`src/hdl/bm25_pkg.sv`:
```
`timescale 1ns / 1ps
// ----------------------------------------------------------------------------
// BM25 block-max norm package
// Shared widths, the controller state type and the command/status bundles.
// ----------------------------------------------------------------------------
package bm25_pkg;

  localparam int BLOCK_ENTRIES = 128;
  localparam int FILL_W        = $clog2(BLOCK_ENTRIES);

  localparam int TF_W   = 16;
  localparam int LEN_W  = 16;
  localparam int AVG_W  = 24;
  localparam int NORM_W = 16;

  // tf * avg product, scaled numerator and denominator widths
  localparam int PROD_W = TF_W + AVG_W;
  localparam int NUM_W  = PROD_W + 5;
  localparam int DEN_W  = PROD_W + 4;

  // one quotient bit per divider step
  localparam int QSTEPS = NORM_W;
  localparam int STEP_W = $clog2(QSTEPS);

  typedef enum logic [1:0] {
    ST_IDLE,
    ST_PREP,
    ST_DIV,
    ST_FIN
  } ctrl_state_e;

  typedef struct packed {
    logic load;
    logic prep;
    logic div_step;
    logic finish;
  } ctrl_cmd_t;

  typedef struct packed {
    logic emit;
    logic out_free;
  } dp_status_t;

endpackage

```
`src/hdl/bm25_ctrl.sv`:
```
`timescale 1ns / 1ps
// ----------------------------------------------------------------------------
// BM25 block-max norm controller
// Sequences load, operand preparation, the divider steps and the max update.
// ----------------------------------------------------------------------------
module bm25_ctrl
  import bm25_pkg::*;
(
  input  logic       clk_i,
  input  logic       rst_ni,
  input  logic       in_valid_i,
  output logic       in_ready_o,
  input  dp_status_t status_i,
  output ctrl_cmd_t  cmd_o
);

  ctrl_state_e       state_q, state_d;
  logic [STEP_W-1:0] step_q, step_d;
  logic              last_step;

  assign last_step = (step_q == STEP_W'(QSTEPS - 1));

  always_ff @(posedge clk_i or negedge rst_ni) begin
    if (!rst_ni) begin
      state_q <= ST_IDLE;
      step_q  <= '0;
    end else begin
      state_q <= state_d;
      step_q  <= step_d;
    end
  end

  // next state
  always_comb begin
    state_d = state_q;
    step_d  = step_q;
    case (state_q)
      ST_IDLE: begin
        if (in_valid_i) begin
          state_d = ST_PREP;
        end
      end
      ST_PREP: begin
        step_d  = '0;
        state_d = ST_DIV;
      end
      ST_DIV: begin
        step_d = step_q + STEP_W'(1);
        if (last_step) begin
          state_d = ST_FIN;
        end
      end
      ST_FIN: begin
        // hold while a result is due and the output slot is still occupied
        if (!status_i.emit || status_i.out_free) begin
          state_d = ST_IDLE;
        end
      end
      default: begin
        state_d = ST_IDLE;
      end
    endcase
  end

  // outputs
  always_comb begin
    cmd_o      = '0;
    in_ready_o = 1'b0;
    case (state_q)
      ST_IDLE: begin
        in_ready_o = 1'b1;
        cmd_o.load = in_valid_i;
      end
      ST_PREP: begin
        cmd_o.prep = 1'b1;
      end
      ST_DIV: begin
        cmd_o.div_step = 1'b1;
      end
      ST_FIN: begin
        cmd_o.finish = !status_i.emit || status_i.out_free;
      end
      default: begin
        cmd_o = '0;
      end
    endcase
  end

endmodule

```
`src/hdl/bm25_datapath.sv`:
```
`timescale 1ns / 1ps
// ----------------------------------------------------------------------------
// BM25 block-max norm datapath
// Multiplier, restoring divider, block/term maxima and the output register.
// ----------------------------------------------------------------------------
module bm25_datapath
  import bm25_pkg::*;
(
  input  logic              clk_i,
  input  logic              rst_ni,
  input  logic              cfg_valid_i,
  input  logic [AVG_W-1:0]  cfg_data_i,
  input  logic [TF_W-1:0]   term_freq_i,
  input  logic [LEN_W-1:0]  doc_len_i,
  input  logic              doc_len_known_i,
  input  logic              term_end_i,
  input  ctrl_cmd_t         cmd_i,
  output dp_status_t        status_o,
  input  logic              out_ready_i,
  output logic              out_valid_o,
  output logic [NORM_W-1:0] block_max_norm_o,
  output logic [NORM_W-1:0] term_max_norm_o,
  output logic              last_o
);

  logic [AVG_W-1:0]  avg_q;
  logic [TF_W-1:0]   tf_q;
  logic [LEN_W-1:0]  len_q;
  logic              use_len_q;
  logic              end_q;
  logic [PROD_W-1:0] prod_q;

  logic [DEN_W-1:0]  den_q;
  logic [DEN_W-1:0]  rem_q;
  logic [QSTEPS-1:0] nlow_q;
  logic [NORM_W-1:0] quo_q;

  logic [FILL_W-1:0] fill_q;
  logic [NORM_W-1:0] bmax_q;
  logic [NORM_W-1:0] tmax_q;

  logic              out_valid_q;
  logic [NORM_W-1:0] out_block_q;
  logic [NORM_W-1:0] out_term_q;
  logic              out_last_q;

  logic [NUM_W-1:0]  num_d;
  logic [DEN_W-1:0]  den_d;
  logic [DEN_W:0]    rem_sh;
  logic [DEN_W:0]    rem_diff;
  logic [NORM_W-1:0] bmax_new;
  logic [NORM_W-1:0] tmax_new;
  logic              emit;
  logic              out_free;

  always_ff @(posedge clk_i or negedge rst_ni) begin
    if (!rst_ni) begin
      avg_q <= '0;
    end else if (cfg_valid_i) begin
      avg_q <= cfg_data_i;
    end
  end

  // capture the entry and form tf * avg
  always_ff @(posedge clk_i) begin
    if (cmd_i.load) begin
      tf_q      <= term_freq_i;
      len_q     <= doc_len_i;
      use_len_q <= doc_len_known_i && (avg_q != '0);
      end_q     <= term_end_i;
      prod_q    <= PROD_W'(term_freq_i) * PROD_W'(avg_q);
    end
  end

  // numerator 22*tf*A (or 22*tf) and denominator as shift-add sums
  always_comb begin
    if (use_len_q) begin
      num_d = NUM_W'({prod_q, 4'b0000}) + NUM_W'({prod_q, 2'b00})
            + NUM_W'({prod_q, 1'b0});
      den_d = DEN_W'({prod_q, 3'b000}) + DEN_W'({prod_q, 1'b0})
            + DEN_W'({avg_q, 1'b0}) + DEN_W'(avg_q)
            + DEN_W'({len_q, 11'd0}) + DEN_W'({len_q, 8'd0});
    end else begin
      num_d = NUM_W'({tf_q, 4'b0000}) + NUM_W'({tf_q, 2'b00})
            + NUM_W'({tf_q, 1'b0});
      den_d = DEN_W'({tf_q, 3'b000}) + DEN_W'({tf_q, 1'b0}) + DEN_W'(12);
    end
  end

  // restoring divider over num * 2^14; the quotient fits NORM_W bits
  assign rem_sh   = {rem_q, nlow_q[QSTEPS-1]};
  assign rem_diff = rem_sh - {1'b0, den_q};

  always_ff @(posedge clk_i) begin
    if (cmd_i.prep) begin
      den_q  <= den_d;
      rem_q  <= DEN_W'(num_d[NUM_W-1:2]);
      nlow_q <= {num_d[1:0], {(QSTEPS - 2){1'b0}}};
      quo_q  <= '0;
    end else if (cmd_i.div_step) begin
      nlow_q <= {nlow_q[QSTEPS-2:0], 1'b0};
      if (!rem_diff[DEN_W]) begin
        rem_q <= rem_diff[DEN_W-1:0];
        quo_q <= {quo_q[NORM_W-2:0], 1'b1};
      end else begin
        rem_q <= rem_sh[DEN_W-1:0];
        quo_q <= {quo_q[NORM_W-2:0], 1'b0};
      end
    end
  end

  assign bmax_new = (quo_q > bmax_q) ? quo_q : bmax_q;
  assign tmax_new = (bmax_new > tmax_q) ? bmax_new : tmax_q;
  assign emit     = end_q || (fill_q == FILL_W'(BLOCK_ENTRIES - 1));
  assign out_free = !out_valid_q || out_ready_i;

  assign status_o.emit     = emit;
  assign status_o.out_free = out_free;

  always_ff @(posedge clk_i or negedge rst_ni) begin
    if (!rst_ni) begin
      fill_q <= '0;
      bmax_q <= '0;
      tmax_q <= '0;
    end else if (cmd_i.finish) begin
      if (emit) begin
        fill_q <= '0;
        bmax_q <= '0;
        tmax_q <= end_q ? '0 : tmax_new;
      end else begin
        fill_q <= fill_q + FILL_W'(1);
        bmax_q <= bmax_new;
      end
    end
  end

  always_ff @(posedge clk_i or negedge rst_ni) begin
    if (!rst_ni) begin
      out_valid_q <= 1'b0;
    end else if (cmd_i.finish && emit) begin
      out_valid_q <= 1'b1;
    end else if (out_ready_i) begin
      out_valid_q <= 1'b0;
    end
  end

  always_ff @(posedge clk_i) begin
    if (cmd_i.finish && emit) begin
      out_block_q <= bmax_new;
      out_term_q  <= end_q ? tmax_new : '0;
      out_last_q  <= end_q;
    end
  end

  assign out_valid_o      = out_valid_q;
  assign block_max_norm_o = out_block_q;
  assign term_max_norm_o  = out_term_q;
  assign last_o           = out_last_q;

  a_fin_slot_free: assert property (@(posedge clk_i) disable iff (!rst_ni)
    cmd_i.finish && emit |-> out_free)
    else $error("result loaded while output slot busy");

  a_rem_below_den: assert property (@(posedge clk_i) disable iff (!rst_ni)
    cmd_i.div_step |-> rem_q < den_q)
    else $error("divider remainder out of range");

  a_term_ge_block: assert property (@(posedge clk_i) disable iff (!rst_ni)
    out_valid_q && out_last_q |-> out_term_q >= out_block_q)
    else $error("term max below block max");

  a_open_term_zero: assert property (@(posedge clk_i) disable iff (!rst_ni)
    out_valid_q && !out_last_q |-> out_term_q == '0)
    else $error("term max set on a block that does not close the term");

endmodule

```
`src/hdl/bm25_block_max_tf_norm_core.sv`:
```
`timescale 1ns / 1ps
// ----------------------------------------------------------------------------
// BM25 block-max term-frequency norm core
// Per-block and per-term upper bound of the BM25 tf norm, Q2.14 output.
// ----------------------------------------------------------------------------
// Usage:
//   cfg channel writes the average field length (Q16.8); zero turns length
//   normalization off. Write it only while the core is idle. cfg_ready_o is
//   always high.
//   The slave stream carries one posting entry per transfer; tlast marks the
//   last entry of a term and tuser says whether doc_len is known.
//   The master stream carries one result per closed block of BLOCK_ENTRIES
//   entries or per term end; tlast marks the block that closes the term.
// Sequence:
//   Each entry passes through the tf * avg multiply, the numerator and
//   denominator adds, 16 steps of the radix-2 restoring divider (one
//   quotient bit each) and the max update. No new entry is taken before
//   that update; a due result appears in the cycle after it.
// Reset and stall:
//   Reset clears the average length, the output valid flag, the fill count
//   and both maxima. A stalled master holds its result; the core keeps taking
//   entries until the next result is due, then waits in the update step until the slot drains.
// ----------------------------------------------------------------------------
module bm25_block_max_tf_norm_core
  import bm25_pkg::*;
(
  input  logic                  clk_i,
  input  logic                  rst_ni,

  input  logic                  cfg_valid_i,
  output logic                  cfg_ready_o,
  input  logic [AVG_W-1:0]      cfg_data_i,      // average field length, Q16.8

  input  logic                  s_axis_tvalid_i,
  output logic                  s_axis_tready_o,
  input  logic [TF_W+LEN_W-1:0] s_axis_tdata_i,  // [15:0] term_freq, [31:16] doc_len
  input  logic                  s_axis_tuser_i,  // doc_len_known
  input  logic                  s_axis_tlast_i,  // term_end

  output logic                  m_axis_tvalid_o,
  input  logic                  m_axis_tready_i,
  output logic [2*NORM_W-1:0]   m_axis_tdata_o,  // [15:0] block_max_norm, [31:16] term_max_norm
  output logic                  m_axis_tlast_o   // last
);

  ctrl_cmd_t         cmd;
  dp_status_t        status;
  logic [NORM_W-1:0] blk_max_norm;
  logic [NORM_W-1:0] term_max;

  assign cfg_ready_o = 1'b1;

  bm25_ctrl u_ctrl (
    .clk_i      (clk_i),
    .rst_ni     (rst_ni),
    .in_valid_i (s_axis_tvalid_i),
    .in_ready_o (s_axis_tready_o),
    .status_i   (status),
    .cmd_o      (cmd)
  );

  bm25_datapath u_datapath (
    .clk_i            (clk_i),
    .rst_ni           (rst_ni),
    .cfg_valid_i      (cfg_valid_i),
    .cfg_data_i       (cfg_data_i),
    .term_freq_i      (s_axis_tdata_i[TF_W-1:0]),
    .doc_len_i        (s_axis_tdata_i[TF_W+LEN_W-1:TF_W]),
    .doc_len_known_i  (s_axis_tuser_i),
    .term_end_i       (s_axis_tlast_i),
    .cmd_i            (cmd),
    .status_o         (status),
    .out_ready_i      (m_axis_tready_i),
    .out_valid_o      (m_axis_tvalid_o),
    .block_max_norm_o (blk_max_norm),
    .term_max_norm_o  (term_max),
    .last_o           (m_axis_tlast_o)
  );

  assign m_axis_tdata_o = {term_max, blk_max_norm};

endmodule
```
`config.mk`:
```
export PLATFORM = sky130hd
export DESIGN_NAME = bm25_block_max_tf_norm_core
export DESIGN_NICKNAME = d
export VERILOG_FILES = /design/src/hdl/bm25_pkg.sv /design/src/hdl/bm25_ctrl.sv /design/src/hdl/bm25_datapath.sv /design/src/hdl/bm25_block_max_tf_norm_core.sv
export SDC_FILE = /design/constraint.sdc
export NUM_CORES = 2
export LEC_CHECK = 0
export BUFFER_PORTS_ARGS = -buffer_cell sky130_fd_sc_hd__clkbuf_2
export CAP_MARGIN = 10
export CORE_ASPECT_RATIO = 1.5
export CORE_MARGIN = 2
export CORE_UTILIZATION = 36
export DETAILED_ROUTE_END_ITERATION = 10
export HOLD_SLACK_MARGIN = 0.15
export PLACE_DENSITY = 0.58
export SKIP_LAST_GASP = 1
export SLEW_MARGIN = 20
export SYNTH_ARGS = -nofsm -noshare
export SYNTH_HDL_FRONTEND = slang
export SYNTH_SLANG_ARGS = --single-unit
```
`constraint.sdc`:
```
create_clock -name clk_i -period 13.1 [get_ports clk_i]
set_input_delay 2.62 -clock clk_i [delete_from_list [all_inputs] [get_ports clk_i]]
set_output_delay 2.62 -clock clk_i [all_outputs]
set_load 0.02 [all_outputs]
```
==> results.md <==
- Status: completed
- Total iterations of the first detailed-routing run: 5
- Cell area after synthesis: 0.03537 mm2
- Hold-fix buffers at CTS: 0
- Worst slew pin tran: 1.171 ns
- Clock sinks: 282
- CTS tree: done
- Final worst path period share: 66.61%
- Final hold violation count: 0
- TritonCTS buffer count: 38
- Reg2reg start: u_datapath.avg_q[17]
- Routed Antenna Nets: 0
- Postcts setup bufs: 0
- Clk root buf: clkbuf_16
- Area delta synth->final: 8.819%
- WL per Instance: 20.06 um
- Die Span Y: 387.9 um
- RSZ-0062 raised after global routing: false
- Netlist cell types: 85
- HP Class: reg -> reg
- Largest net degree at the start of global routing: 107
- Setup ws final: 4.374 ns
- Worst-path clk slew: 0.06 ns
- Initial antenna violation count: 4
- # setup viols final: 0
- Crit path from: s_axis_tdata_i[1]
- Max-Cap Viols: 0
- Nets: 4565
- Initial Util: 36.38%
- Iter 0 DRT Violations: 1419
- First-pass GRT wire length: 156.5 mm
- FMAX: 114.6 MHz
- Synthesized net count: 4539
- Relative slew slack: 21.92%
- EDFF count, synth: 195
- Pins Over Slew Limit: 0
- CP Data Required Time: 13.41 ns
- Maximum clock insertion buffer count: 3
- HPWL Detailed: 80.29 mm
- Die area: 0.1008 mm2
- Setup_tns: 0 ns
- GP Congestion: 0.8847
- Gr ovfl total: 0
- Clk_skew: 0.02551 ns
- Htree depth: 2
- Crit Path Category: in -> reg
- Commonest non-fill, non-tap cell in the layout: inv_1
- Crit-path max FO: 25
- FF-to-FF End: u_datapath.prod_q[39]
- Worst reg2reg path depth: 22
- Worst setup SP type: input pin
- Placement Setup Slack: 3.822 ns
- Vias in the first global route: 28240
- Number of synthesized register bits: 282
- Final WL: 100.8 mm
- Vias/cell: 5.278
- # IOs: 99
- Post_cts resized: 0
- Vias after detailed routing: 26510
- Worst Path Arrival: 9.03 ns
- Core Area: 0.09722 mm2
- Worst Setup EP: u_datapath.prod_q[39]
- PortBufs: 97
- Sequential area share after synthesis: 22.47%
- Most frequent cells in the layout: 490 x inv_1, 425 x fa_1, 404 x nand2_1
- Ys flop type: edfxtp_1
- Syn. warnings: 0
- Clock Latency Late Sink: 0.60 ns
- Syn_area_per_cell: 9.594 um2
- Cell row count: 140
- # DRC: 0
- Layout cells sized above 1: 6.412%
- Worst R2R Setup Slack: 5.93 ns
- Asr flop ratio synth: 24.82%
- Total GRT Usage: 20.14%
- Syn Inst Count: 3687
- Minimum clock period: 8.726 ns
- Crit end category: flop
- Horiz. Die Dim: 259.9 um
==> sequential cells by signal, indices dropped and copies added, names as in the netlist, 2 cells and up <==
| signal | flops |
|---|---|
| u_datapath.fill_q | 7 |
| u_datapath.tmax_q | 16 |
| u_datapath.len_q | 16 |
| u_datapath.prod_q | 40 |
| u_datapath.block_max_norm_o | 16 |
| u_datapath.quo_q | 16 |
| u_datapath.rem_q | 44 |
| u_datapath.bmax_q | 16 |
| u_ctrl.state_q | 2 |
| u_datapath.avg_q | 24 |
| u_datapath.tf_q | 16 |
| u_datapath.term_max_norm_o | 16 |
| u_ctrl.step_q | 4 |
| u_datapath.den_q | 44 |
==> cell usage after synthesis (all sizes together) (4+ instances only) <==
| cell | n | area, um2 |
|---|---|---|
| o211ai | 18 | 135.1 |
| fa | 425 | 8508 |
| a211oi | 25 | 187.7 |
| xor2 | 68 | 603.1 |
| dfrtp | 70 | 1752 |
| nand2b | 23 | 143.9 |
| and3 | 22 | 137.6 |
| o21ai | 191 | 959.7 |
| a21boi | 9 | 67.57 |
| o211a | 4 | 40.04 |
| and4 | 9 | 78.83 |
| edfxtp | 195 | 5856 |
| mux2 | 23 | 259.0 |
| a311oi | 6 | 58.80 |
| xnor2 | 117 | 1025 |
| dfxtp | 17 | 340.3 |
| buf | 15 | 98.84 |
| nor3b | 4 | 30.03 |
| a31oi | 26 | 175.2 |
| o31ai | 8 | 60.06 |
| o22ai | 18 | 112.6 |
| ha | 364 | 4554 |
| nand3 | 49 | 245.2 |
| a21oi | 215 | 1076 |
| o41ai | 6 | 60.06 |
| o21bai | 25 | 187.7 |
| nor2b | 29 | 188.9 |
| a221oi | 4 | 41.29 |
| a211o | 6 | 52.55 |
| a22o | 19 | 166.4 |
| mux2i | 65 | 650.6 |
| or3 | 9 | 61.31 |
| o21a | 28 | 210.2 |
| nor3 | 33 | 165.2 |
| clkbuf | 125 | 469.2 |
| nand4 | 23 | 143.9 |
| nor4 | 13 | 87.58 |
| nor2 | 127 | 476.7 |
| a21o | 119 | 893.4 |
| inv | 490 | 1839 |
| or2 | 5 | 31.28 |
| nand2 | 404 | 1516 |
| a31o | 8 | 70.07 |
| and2 | 185 | 1157 |
==> worst max-delay path, stage by stage <==
cell	delay [ns]
clkbuf_2	0.55
nand2_1	0.18
fa_1	0.55
inv_1	0.05
fa_1	0.56
fa_1	0.45
fa_1	0.53
fa_1	0.58
inv_1	0.07
fa_1	0.53
inv_1	0.06
ha_1	0.35
a21o_1	0.18
a21o_1	0.17
a21oi_1	0.14
nor2_1	0.08
o31ai_1	0.31
a31oi_1	0.17
a211o_1	0.35
a211o_1	0.28
a21oi_1	0.17
xnor2_1	0.09
==> how the worst min path moves through the flow <==
stage	start	end	slack (ns)	depth (start not counted)
3_3_place_gp	u_datapath.tmax_q[15]	u_datapath.tmax_q[15]	0.48	2
6_report	u_datapath.tmax_q[11]	u_datapath.tmax_q[11]	0.50	2
2_1_floorplan	u_datapath.fill_q[6]	u_datapath.fill_q[6]	0.46	2
3_5_place_dp	u_datapath.tmax_q[3]	u_datapath.tmax_q[3]	0.49	2
4_1_cts	u_datapath.fill_q[6]	u_datapath.fill_q[6]	0.50	2
5_1_grt	u_datapath.fill_q[6]	u_datapath.fill_q[6]	0.52	2
==> through the flow <==
step / hold slack [ns] / std cells / area, um2 / util [%]
detailed placement: 0.4913 / 4951 / 37160 / 38.22
global route: 0.5169 / 5021 / 38490 / 39.59
floorplan: 0.4622 / 3687 / 35370 / -
finish: 0.4993 / 5023 / 38490 / 39.59
CTS: 0.5046 / 5021 / 38480 / 39.58
global placement: 0.4817 / 4951 / 37160 / 38.22
==> area by class of cell <==
cell class	instances	area (um2)
multi-input cells	2775	25060
clock buffers	44	973.4
diodes	2	5.005
fillers	9724	58730
well taps	1278	1599
inverters	490	1839
repair buffers	126	718.2
clock inverters	26	350.3
flip-flops and latches	282	7948
==> layer usage <==
layer | up-vias | track usage [%] | share of wire, %
li1 | 12470 | - | -
met1 | 13170 | 20.76 | 35
met2 | 610 | 37.95 | 53
met3 | 262 | 1.954 | 3.6
met4 | 4 | 13.51 | 7.7
met5 | - | 0 | 0.026
==> cell families after synthesis <==
family,Yosys count,share of synthesized area [%]
compound gates,764,13.69
mux,88,2.572
other cells,1,0.01060
xor+xnor,185,4.602
buf+inv,630,6.806
fa+ha+maj,789,36.93
simple gates,948,12.93
flops,282,22.47
Power is not shown: default switching activity piles up to over one toggle a cycle in this logic, so the estimate is an artifact.
